<file path="config.mk">
export PLATFORM = sky130hd
export DESIGN_NAME = chtd_ctrl
export DESIGN_NICKNAME = d
export VERILOG_FILES = /design/src/rtl/chtd_pkg.sv /design/src/rtl/chtd_ctrl.sv
export SDC_FILE = /design/constraint.sdc
export NUM_CORES = 1
export LEC_CHECK = 0
export BUFFER_PORTS_ARGS = -buffer_cell sky130_fd_sc_hd__buf_2
export CAP_MARGIN = 20
export CORE_MARGIN = 4
export CORE_UTILIZATION = 42
export CTS_CLUSTER_SIZE = 20
export DETAILED_ROUTE_END_ITERATION = 16
export PLACE_DENSITY = 0.81
export SLEW_MARGIN = 5
export SYNTH_ARGS = -nofsm -noshare
export SYNTH_HDL_FRONTEND = slang
export SYNTH_SLANG_ARGS = --single-unit
</file>
<file path="constraint.sdc">
create_clock -name clk -period 1.7 [get_ports clk]
set_clock_uncertainty 0.15 [all_clocks]
set_input_delay 0.085 -clock clk [delete_from_list [all_inputs] [get_ports clk]]
set_output_delay 0.085 -clock clk [all_outputs]
set_load 0.01 [all_outputs]
</file>
<file path="src/rtl/chtd_pkg.sv">
`timescale 1ns / 1ps
// ----------------------------------------------------------------------------
// chtd_pkg: shared types and codes of the canonical Huffman table decoder
// Holds the operation and status codes and the command and status records
// that pass between the controller and the datapath.
// ----------------------------------------------------------------------------
package chtd_pkg;

	localparam logic [1:0] F_ENTRY  = 2'd0;
	localparam logic [1:0] F_BIT    = 2'd1;
	localparam logic [1:0] F_END    = 2'd2;
	localparam logic [1:0] F_UNUSED = 2'd3;

	localparam logic [3:0] ST_OK          = 4'd0;
	localparam logic [3:0] ST_BAD_LEN     = 4'd1;
	localparam logic [3:0] ST_OVERSUB     = 4'd2;
	localparam logic [3:0] ST_INCOMPLETE  = 4'd3;
	localparam logic [3:0] ST_SYMBOL      = 4'd4;
	localparam logic [3:0] ST_UNDEF       = 4'd5;
	localparam logic [3:0] ST_OUT_OF_BITS = 4'd6;
	localparam logic [3:0] ST_NO_TABLE    = 4'd7;
	localparam logic [3:0] ST_TOO_MANY    = 4'd8;

	typedef struct packed {
		logic       load;
		logic       bit_step;
		logic       walk_clr;
		logic       chk_init;
		logic       chk_step;
		logic       off_init;
		logic       off_step;
		logic       sort_init;
		logic       sort_step;
		logic       fin;
		logic       fin_ok;
		logic       res_load;
		logic [3:0] res_code;
		logic       res_mem;
		logic       out_load;
	} cmd_t;

	typedef struct packed {
		logic       hit;
		logic       walk_end;
		logic       no_table;
		logic       partial;
		logic [1:0] bad;
		logic       zero_tab;
		logic       room_neg;
		logic       room_pos;
		logic       used_one;
		logic       it_last;
		logic       sort_last;
	} sts_t;

endpackage

</file>
<file path="src/rtl/chtd_ctrl.sv">
`timescale 1ns / 1ps
// ----------------------------------------------------------------------------
// chtd_ctrl: controller of the canonical Huffman table decoder
// Sequences item acceptance, the table build passes and the result hand-off.
// ----------------------------------------------------------------------------
module chtd_ctrl (
	input  logic            clk,
	input  logic            arst_n,
	input  logic            in_valid,
	input  logic [1:0]      func,
	input  logic            last_entry,
	output logic            in_ready,
	input  logic            out_ready,
	output logic            out_valid,
	input  chtd_pkg::sts_t  sts,
	output chtd_pkg::cmd_t  cmd
);
	import chtd_pkg::*;

	localparam logic [2:0] S_IDLE  = 3'd0;
	localparam logic [2:0] S_PRE   = 3'd1;
	localparam logic [2:0] S_CHK   = 3'd2;
	localparam logic [2:0] S_OFF   = 3'd3;
	localparam logic [2:0] S_SORT  = 3'd4;
	localparam logic [2:0] S_DRAIN = 3'd5;
	localparam logic [2:0] S_EMIT  = 3'd6;

	logic [2:0] state_q;
	logic [2:0] state_d;
	logic       out_valid_q;

	assign in_ready  = (state_q == S_IDLE);
	assign out_valid = out_valid_q;

	always_comb begin
		cmd     = '0;
		state_d = state_q;
		case (state_q)
			S_IDLE: begin
				if (in_valid) begin
					case (func)
						F_ENTRY: begin
							cmd.load = 1'b1;
							if (last_entry) state_d = S_PRE;
						end
						F_BIT: begin
							if (sts.no_table) begin
								cmd.res_load = 1'b1;
								cmd.res_code = ST_NO_TABLE;
								state_d      = S_EMIT;
							end else begin
								cmd.bit_step = 1'b1;
								if (sts.hit) begin
									cmd.res_load = 1'b1;
									cmd.res_code = ST_SYMBOL;
									cmd.res_mem  = 1'b1;
									state_d      = S_EMIT;
								end else if (sts.walk_end) begin
									cmd.res_load = 1'b1;
									cmd.res_code = ST_UNDEF;
									state_d      = S_EMIT;
								end
							end
						end
						F_END: begin
							if (sts.partial) begin
								cmd.walk_clr = 1'b1;
								cmd.res_load = 1'b1;
								cmd.res_code = ST_OUT_OF_BITS;
								state_d      = S_EMIT;
							end
						end
						default: ;
					endcase
				end
			end
			S_PRE: begin
				cmd.fin      = 1'b1;
				cmd.res_load = 1'b1;
				state_d      = S_EMIT;
				if (sts.bad[1]) begin
					cmd.res_code = ST_TOO_MANY;
				end else if (sts.bad[0]) begin
					cmd.res_code = ST_BAD_LEN;
				end else if (sts.zero_tab) begin
					cmd.res_code = ST_OK;
					cmd.fin_ok   = 1'b1;
				end else begin
					cmd.fin      = 1'b0;
					cmd.res_load = 1'b0;
					cmd.chk_init = 1'b1;
					state_d      = S_CHK;
				end
			end
			S_CHK: begin
				if (sts.room_neg) begin
					cmd.fin      = 1'b1;
					cmd.res_load = 1'b1;
					cmd.res_code = ST_OVERSUB;
					state_d      = S_EMIT;
				end else if (sts.it_last) begin
					if (sts.room_pos && !sts.used_one) begin
						cmd.fin      = 1'b1;
						cmd.res_load = 1'b1;
						cmd.res_code = ST_INCOMPLETE;
						state_d      = S_EMIT;
					end else begin
						cmd.off_init = 1'b1;
						state_d      = S_OFF;
					end
				end else begin
					cmd.chk_step = 1'b1;
				end
			end
			S_OFF: begin
				cmd.off_step = 1'b1;
				if (sts.it_last) begin
					cmd.sort_init = 1'b1;
					state_d       = S_SORT;
				end
			end
			S_SORT: begin
				cmd.sort_step = 1'b1;
				if (sts.sort_last) state_d = S_DRAIN;
			end
			S_DRAIN: begin
				cmd.fin      = 1'b1;
				cmd.fin_ok   = 1'b1;
				cmd.res_load = 1'b1;
				cmd.res_code = ST_OK;
				state_d      = S_EMIT;
			end
			S_EMIT: begin
				if (!out_valid_q || out_ready) begin
					cmd.out_load = 1'b1;
					state_d      = S_IDLE;
				end
			end
			default: state_d = S_IDLE;
		endcase
	end

	always_ff @(posedge clk or negedge arst_n) begin
		if (!arst_n) begin
			state_q     <= S_IDLE;
			out_valid_q <= 1'b0;
		end else begin
			state_q <= state_d;
			if (cmd.out_load) out_valid_q <= 1'b1;
			else if (out_ready) out_valid_q <= 1'b0;
		end
	end

endmodule

</file>
==> results list, run 1 <==
- Startpoint of the most critical register-to-register path: state_q[2]
* Via count: 864
- STA classifies the critical path endpoint as a primary output.
* Share of total power in sequential cells: 0.135
* Maximum fanout along the worst path: 5
- In this run the worst setup path begins at state_q[2].
* H-tree depth: 1
* Met3 Usage GRT: 0.00766
- RSZ-0062 raised after global routing: yes
- Dividing the synthesized area by the synthesized cell count gives 7.36 sq um.
- Total Routed Length: 2.12 mm
- Setup WS post-layout: -0.0650 ns
- Number of top-level pins: 39
- Clock tree synthesis selected as its root buffer the cell sky130_fd_sc_hd__clkbuf_4.
- Of the post-synthesis cell area, the part taken by muxes is 0.
- The number of nets in the synthesized netlist is approximately 110.
- Derived from the worst setup path, the maximum achievable clock frequency is roughly 570 MHz.
- Class of the worst hold path: in2async
* Area of the die: between 0.002 and 0.0025 sq mm
- The internal portion of the total power is approximately 830 uW.
- Fraction of the mapped netlist area in compound gates: 0.257
- Die Span Y: 46.8 microns
* Area overhead of the layout relative to synthesis: 70.9%
* FF+latch area: just over 100 sq um
* Final count of negative-setup-slack endpoints: 4
* Total number of placement rows: 13
- Tot Pwr: ~1500 uW
- For this run, the detailed router's first-pass iteration total came to 4.
- Of the total power, the share spent switching nets is 0.441.
* Number of synthesized flops with an enable pin: 0
* Share of flip-flops with an asynchronous set or reset after synthesis: 1.00
- The flow ran to the end, but the final reports show violations.
* Number of sinks handled by clock tree synthesis: 4
- Clock latency on the worst-skew pair: between 0.2 and 0.25 ns
* Count of port buffers added during placement: 38
* Dpl ws: approximately 0.011 ns
* Clock tree buffer depth: 2
- Including well taps, the total number of placed cells is 144.
* Period utilisation layout: 1.04
- The worst setup path is launched from a flip-flop.
* Most Crowded Layer GR: met2
- Leading post-synthesis cells by cell area: sky130_fd_sc_hd__dfrtp_1 (16%), sky130_fd_sc_hd__nor2b_1 (7.9%), sky130_fd_sc_hd__nand2b_1 (6.9%), sky130_fd_sc_hd__ha_1 (5.9%), sky130_fd_sc_hd__nor2_1 (5.9%)
- Of the synthesized area, sequential elements account for 0.158.
- At the worst endpoint, the arrival time is around 1.5 ns.
- Of the total power, the clock network draws 0.076.
- All-Layer GR Usage: 0.207
* Cell count after synthesis: 86
- Drt initial violations: 5
- Net load switching power: around 650 uW
* TritonCTS buffer count: 3
* # nets final: between 150 and 200
* Total count of hold-check failures in the final report: 0
* Maximum ir drop on the vdd rail: around 1000 uV
- Fill cell count: between 90 and 100
- Cell type of the slowest stage on the worst timing path: sky130_fd_sc_hd__dfrtp_2
- Of the post-synthesis cell area, the dominant cell type holds 0.158.
* Global-route met1 utilization: 0.254
- Final Slew Violations: 0
- Routability congestion estimate: approximately 0.86
- Parity-gate share of the synthesized area counting xor and xnor cells: 0
* Pin count of the biggest net entering global routing: 9
- First-pass GRT wire length: ~3.4 mm
- Count of maximum capacitance violations: 0
- DRC violation count after routing: 0
- Logic pwr share: 0.788
* Time the worst path needs with I/O delays and setup: 1.76 ns
* Slew at the pin with the worst max-slew slack: 0.409 ns
- For this configuration, the core starts out at a cell density of 0.463.
* Avg Vias per Cell: roughly 5.5
- Clock-pin slew was measured on the worst setup and hold paths at approximately 0.04 ns.
- Maximum cell stage delay along the critical path: about 0.45 ns
* Post-synth cell types: 36
* Wire per inst: 13.6 microns
- Synthesis inferred 4 register bits.
- In this run the standard cell core region covers roughly 0.0014 sq mm.
* Number of warnings printed during yosys synthesis: 0
* Half-perimeter wire length after placement: approximately 1.5 mm
- The die is roughly 47 microns wide.
- Cell area after technology mapping: ~630 sq um
- Of the total synthesized cell area, the portion taken by AND, OR, NAND and NOR gates is 0.462.
- Critical Path Sink: cmd[6]
* Ratio of total power to cell area: about 1400 mW/mm^2
- FF-to-FF setup slack: -0.04 ns
- Dominant combinational cell family by area after synthesis: simple AND/OR/NAND/NOR gates
- Walking the worst path, the cells encountered are buf_12, nor4_4, nor2_1, or3b_1, buf_2.
- The biggest area contributor in the post-synthesis netlist is sky130_fd_sc_hd__dfrtp_1.
- The worst pin sits at a relative slew slack of 0.727.
- In the final layout, the share of cells above drive strength 1 is 0.511.
* Primary FF master, synth: sky130_fd_sc_hd__dfrtp_1
- For the worst setup path, the data required time is about 1.5 ns.
* Adder and majority cell fraction of the synthesized area: 0.0593
* Antenna Violating Nets Remaining: 0
* Reg-to-reg critical path endpoint: state_q[1]
- For this design the static power due to leakage is 0.000550 uW.
- Number of global-route vias before repair: approximately 830
- Antenna violations before repair: 0
- Category of the most critical setup path: reg2out
- GRT met2 Usage: 0.371
- The checks that failed: negative setup slack.
* Antenna Cells: 0
- After the flow finishes, the layout carries non-filler instances totaling 156.
- Global-route congestion overflow total: 0
- TritonCTS built the clock tree.
- For the worst flop-to-flop path, the logic depth is 5.
- Summed over all failing endpoints, the final setup total negative slack is -0.150 ns.
* Multi-input combinational cell area: 578 sq um
placed cells by master (no fill, tap or decap), drive strengths merged, types with 2 or more instances in the layout:
master and instances:
buf 53, nor2 10, nor2b 8, nand2b 7, nor3 6, inv 5, nand2 4, o21ai 4
dfrtp 4, a21oi 3, o31ai 3, ha 3, clkbuf 3, or2 3, and2 2, o32a 2
o41ai 2, dlygate4sd3 2, nand3 2, nor4b 2
worst min-delay path by stage:
stage                     startpoint    endpoint  slack (ns)  cells after the start
final                         arst_n   out_valid        0.05                      2
after global routing          arst_n   out_valid        0.05                      2
after CTS                     arst_n   out_valid        0.02                      2
after detailed placement      arst_n   out_valid       -0.26                      1
after global placement        arst_n  state_q[0]       -0.26                      1
after floorplan               arst_n   out_valid       -0.36                      0
synth_stat cells, drive strengths merged (3+ instances only):
library cell	count
inv	5
ha	3
nand2b	7
dfrtp	4
buf	3
a21oi	3
o21ai	4
or2	3
o31ai	3
nor2b	8
nor3	6
nand2	4
nor2	10
per-stage QoR:
| step | util | hold WS (ns) | cell area, sq um |
|---|---|---|---|
| CTS | 0.754 | 0.0237 | 1030 |
| finish | 0.792 | 0.0491 | 1080 |
| detailed placement | 0.645 | -0.261 | 881 |
| global placement | 0.645 | -0.260 | 881 |
| floorplan | - | -0.361 | 633 |
| global route | 0.792 | 0.0508 | 1080 |
power groups by stage:
| stage | combinational, uW | sequential, uW | clock (uW) |
|---|---|---|---|
| after floorplan | 544 | 180 | 0 |
| after global placement | 789 | 201 | 0 |
| final | 1170 | 200 | 113 |
| after global routing | 1260 | 210 | 127 |
| after CTS | 1040 | 199 | 118 |
| after detailed placement | 806 | 206 | 0 |
registers in the layout, summed over array words and instances, names as in the netlist:
register   count
out_valid      1
state_q        3
worst max-delay path, delay by kind of cell (launching register included):
kind	cells	cell delay [ns]
simple gates	3	0.56
buf+inv	2	0.29
flops	1	0.45
metal layers:
layer / vias up / wire length [microns]
li1: 424 / -
met1: 398 / 844
met2: 40 / 1100
met3: 2 / 159
met4: 0 / 17
met5: - / 0
kinds of logic (layout without fill, tap and decap cells):
group / after synthesis / count (layout)
simple gates: 50 / 50
flops: 4 / 4
fa+ha+maj: 3 / 3
buf+inv: 8 / 63
compound gates: 21 / 21
area by class of cell:
| cell class | count | share of cell area |
|---|---|---|
| clock buffer | 3 | 0.0208 |
| multi-input combinational | 74 | 0.534 |
| inverter | 5 | 0.0173 |
| sequential | 4 | 0.0936 |
| tap | 15 | 0.0173 |
| timing repair buffer | 55 | 0.317 |
repair_timing:
item                       in CTS  in global routing
pin swaps                       7                  3
resized for setup              11                  6
hold endpoints to repair        5                  0
hold buffers                    2                  0
setup buffers                   6                  1
setup endpoints to repair       6                 14
No activity file was read; power rests on OpenSTA's default activity.
==> run 2, diff against run 1 <==
--- a/config.mk
+++ b/config.mk
@@ -5,13 +5,14 @@
 export SDC_FILE = /design/constraint.sdc
 export NUM_CORES = 1
 export LEC_CHECK = 0
+export ABC_AREA = 1
 export BUFFER_PORTS_ARGS = -buffer_cell sky130_fd_sc_hd__buf_2
 export CAP_MARGIN = 20
 export CORE_MARGIN = 4
 export CORE_UTILIZATION = 42
 export CTS_CLUSTER_SIZE = 20
 export DETAILED_ROUTE_END_ITERATION = 16
-export PLACE_DENSITY = 0.81
+export PLACE_DENSITY = 0.8
 export SLEW_MARGIN = 5
 export SYNTH_ARGS = -nofsm -noshare
 export SYNTH_HDL_FRONTEND = slang
==> run 2 against run 1 <==
Against the previous run:
- the run now ends clean
- cell count grew 9.0%
- register-to-register slack improved by 0.35 ns
- count of clock-buffer cells in the layout is the same
- die area rose by 2.3%
- synthesized cell count increased by 31%
- sequential cell count did not move
- first-iteration DRC count grew to 4.0 times the previous value
- via count is 3.6% lower
- critical path type unchanged
- largest power group unchanged
- highest routed layer unchanged
==> results list, run 2 <==
* Outcome: completed
- The netlist area before placement was 651 sq um (+2.8%).
* Time the worst path needs with I/O delays and setup: 1.66 ns (-0.109 ns)
- Antenna violations before repair: 0 (unchanged)
* Clock tree buffer depth: 2 (unchanged)
- The first-pass detailed-route iteration total is 4 (unchanged).
* TritonCTS buffer count: 3 (unchanged)
* H-tree depth: 1 (unchanged)
* FF-to-FF setup slack: 0.31 ns (+0.35 ns)
- Maximum ir drop on the vdd rail: 835 uV (-20%)
* All-Layer GR Usage: 0.170 (-0.0375)
- TritonCTS built the clock tree.
- Most frequent cells after synthesis: sky130_fd_sc_hd__nand2_1 (31), sky130_fd_sc_hd__inv_1 (19), sky130_fd_sc_hd__nor2_1 (12)
- The biggest area contributor in the post-synthesis netlist is sky130_fd_sc_hd__nand2_1.
- Total cell area at the placement stage: 848 sq um (-3.7%)
- Setup WS post-layout: 0.0443 ns (+0.109 ns)
* Area of all placed cells without fillers: 926 sq um (-14%)
* Number of warnings printed during yosys synthesis: 0 (unchanged)
- The count of unique library cells instantiated by Yosys came to 23 (-36%).
- Clock latency on the worst-skew pair: 0.23 ns (about the same)
- Number of standard cells in the layout, taps in and fillers out: 170 (+9.0%)
* Startpoint types: flip-flop
- Total number of placement rows: 13 (unchanged)
* FMAX: 604 MHz (+6.6%)
* Tot Pwr: 1160 uW (-22%)
- CTS Root Cell: sky130_fd_sc_hd__clkbuf_4
- Among all flip-flop cells after synthesis, the most frequent one is sky130_fd_sc_hd__dfrtp_1.
- The relative slew slack is 0.787 (+0.0605).
* Antenna Cells: 0 (unchanged)
- Type of destination of the critical path: primary output
- Top cell type's share of synthesized area: 0.179 (+0.0207)
- Ratio of total power to cell area: 1250 mW/mm^2 (-8.3%)
- The number of flip-flops and latches in the synthesized netlist came to 4 (unchanged).
- Leading post-synthesis cells by cell area: sky130_fd_sc_hd__nand2_1 (18%), sky130_fd_sc_hd__dfrtp_1 (15%), sky130_fd_sc_hd__inv_1 (11%), sky130_fd_sc_hd__nand3_1 (8.5%), sky130_fd_sc_hd__nor2_1 (6.9%)
- The worst hold-check slack is 0.0289 ns (-0.0202 ns).
* Number of global-route vias before repair: 677 (-18%)
- The aggregate global routing overflow came to 0 (unchanged).
- Number of placed instances with taps included: 165 (+15%)
* Final count of negative-setup-slack endpoints: 0 (-4)
- Setup repair after global routing could not meet its margin everywhere.
- The top-level port count was 39 (unchanged).
- In the layout the commonest cells are sky130_fd_sc_hd__buf_2 (38), sky130_fd_sc_hd__nand2_1 (31), sky130_fd_sc_hd__inv_1 (19).
- The worst register-to-register path ends at state_q[2].
- The number of standard cells after synthesis is 113 (+31%).
- Data arrival time of the critical path: 1.42 ns (-0.11 ns)
* Antenna Violating Nets Remaining: 0 (unchanged)
- Class of the worst hold path: in2async
* Drt initial violations: 20 (+15)
- Period utilisation layout: 0.974 (-0.0643)
- The worst-margin pin slew was 0.316 ns (-0.0933 ns).
- Total count of hold-check failures in the final report: 0 (unchanged)
* Avg Vias per Cell: 4.90 (-12%)
* Fraction of layout instances using a drive strength above 1: 0.413 (-0.0977)
- The worst path required time came to 1.46 ns (about the same).
- Wire per inst: 10.5 microns (-22%)
- Count of port buffers added during placement: 38 (unchanged)
- The count of flip-flops with a built-in enable after synthesis came to 0 (unchanged).
- Sequential-to-total area share from yosys stat: 0.154 (-0.00426)
- The first-pass GRT wire length came to 2.77 mm (-18%).
- Most frequent cell after synthesis: sky130_fd_sc_hd__nand2_1
- Most common library cell in the layout ignoring fill and taps: sky130_fd_sc_hd__buf_2
- The highest fanout seen on the critical path was 8 (+3).
* DRC violation count after routing: 0 (unchanged)
- Register bank with the most flops: state_q
- Pin count of the biggest net entering global routing: 9 (unchanged)
* Count of maximum capacitance violations: 0 (unchanged)
- # nets final: 179 (+8.5%)
* Static leakage power: 0.000587 uW (+6.9%)
- Number of sinks handled by clock tree synthesis: 4 (unchanged)
- Total nets after synthesis: 135 (+25%)
- Average size of a mapped cell: 5.76 sq um (-22%)
- Startpoint of the most critical register-to-register path: state_q[0]
* Dpl ws: 0.154 ns (+0.143 ns)
* Width of the die: 47.4 microns (+1.1%)
* Number of flip-flops in the largest register: 3 (unchanged)
- Die Span Y: 47.4 microns (+1.1%)
- Placeable Area: 0.00138 sq mm (+1.2%)
- The final estimated routing congestion in global placement came to 0.796 (-7.5%).
* Number of cells traversed by the worst register-to-register path: 8 (+3)
- Category of the most critical setup path: reg2out
* Clock-pin slew reported for the worst setup and hold paths after clock tree synthesis: 0.04 ns (about the same)
* Final Slew Violations: 0 (unchanged)
* Total Routed Length: 1.79 mm (-16%)
* Area of the die: 0.00224 sq mm (+2.3%)
- Area overhead of the layout relative to synthesis: 42.3%
* Share of flip-flops with an asynchronous set or reset after synthesis: 1.00 (unchanged)
- Via count: 833 (-3.6%)
- Starting density of the core: 0.471 (+0.00722)
- Half-perimeter wire length after placement: 1.51 mm (-1.8%)
-- run 2: changes by cell type in the layout (fill, tap and decap cells not counted), sizes merged, moves of 2 or more --
cell    previous run  this run
and2               2         0
buf               53        39
inv                5        22
nand2              4        33
nand2b             7         0
nand3              2        13
nor2              10        19
nor2b              8         0
nor3               6         3
nor4b              2         0
o31ai              3         0
o32a               2         0
or2                3         1
-- run 2: kinds of logic (layout without fill, tap and decap cells) --
| family | Yosys count | count (layout) | synth area share |
|---|---|---|---|
| adders and majority gates | 3 | 3 | 0.0577 |
| AOI/OAI and AO/OA | 12 | 12 | 0.125 |
| buffers and inverters | 23 | 65 | 0.144 |
| and+or+nand+nor | 71 | 71 | 0.519 |
| DFF | 4 | 4 | 0.154 |
-- run 2: cell type report --
class                      instances  area (sq um)
sequential                         4           104
timing repair buffer              40           208
tap                               15          18.8
fill                             141           457
inverter                          22          85.1
multi-input combinational         86           488
clock buffer                       3          22.5
-- run 2: what timing repair did --
action,CTS,global route
buffers inserted,1,0
setup endpoints to repair,1,4
pin swaps,1,2
hold endpoints to repair,4,0
cloned,0,0
hold buffers,1,0
gates resized for setup,3,6
-- run 2: how the worst max path moves through the flow --
| stage | depth (start not counted) | slack, ns | to | startpoint |
|---|---|---|---|---|
| global placement | 7 | 0.21 | cmd[6] | state_q[2] |
| global route | 5 | -0.07 | cmd[2] | state_q[0] |
| finish | 7 | 0.04 | cmd[6] | state_q[2] |
| floorplan | 6 | 0.29 | cmd[6] | state_q[1] |
| detailed placement | 7 | 0.15 | cmd[6] | state_q[2] |
| CTS | 7 | 0.02 | cmd[6] | state_q[2] |
-- run 2: routing by layer --
metal  wire length [microns]  share of wire  vias to the layer above  GRT usage
met3                     126          0.070                        2     0.0115
met2                     859           0.48                       28      0.286
met5                       0              0                        -          0
met4                      24          0.013                        0     0.0331
met1                     777           0.43                      363      0.236
li1                        -              -                      440          -
-- run 2: worst max-delay path, stage by stage (launching register included) --
cell and delay (ns):
sky130_fd_sc_hd__dfrtp_2 0.48, sky130_fd_sc_hd__inv_4 0.08, sky130_fd_sc_hd__nand3_4 0.11, sky130_fd_sc_hd__nor2_2 0.06, sky130_fd_sc_hd__nor2_2 0.07, sky130_fd_sc_hd__nand2_1 0.05
sky130_fd_sc_hd__or2_1 0.21, sky130_fd_sc_hd__buf_2 0.13
-- run 2: power by group --
group / internal, uW / leakage, uW / total [uW] / switching (uW)
logic: 316 / 0.000527 / 802 / 486
registers: 148 / 0.0000467 / 245 / 96.6
clock network: 78.6 / 0.0000138 / 113 / 34.6
total: 543 / 0.000587 / 1160 / 617
-- run 2: stage by stage --
stage          TNS (ns)  utilization
5_1_grt          -0.115        0.670
4_1_cts               0        0.645
6_report              0        0.670
2_1_floorplan         0            -
3_3_place_gp          0        0.614
3_5_place_dp          0        0.614
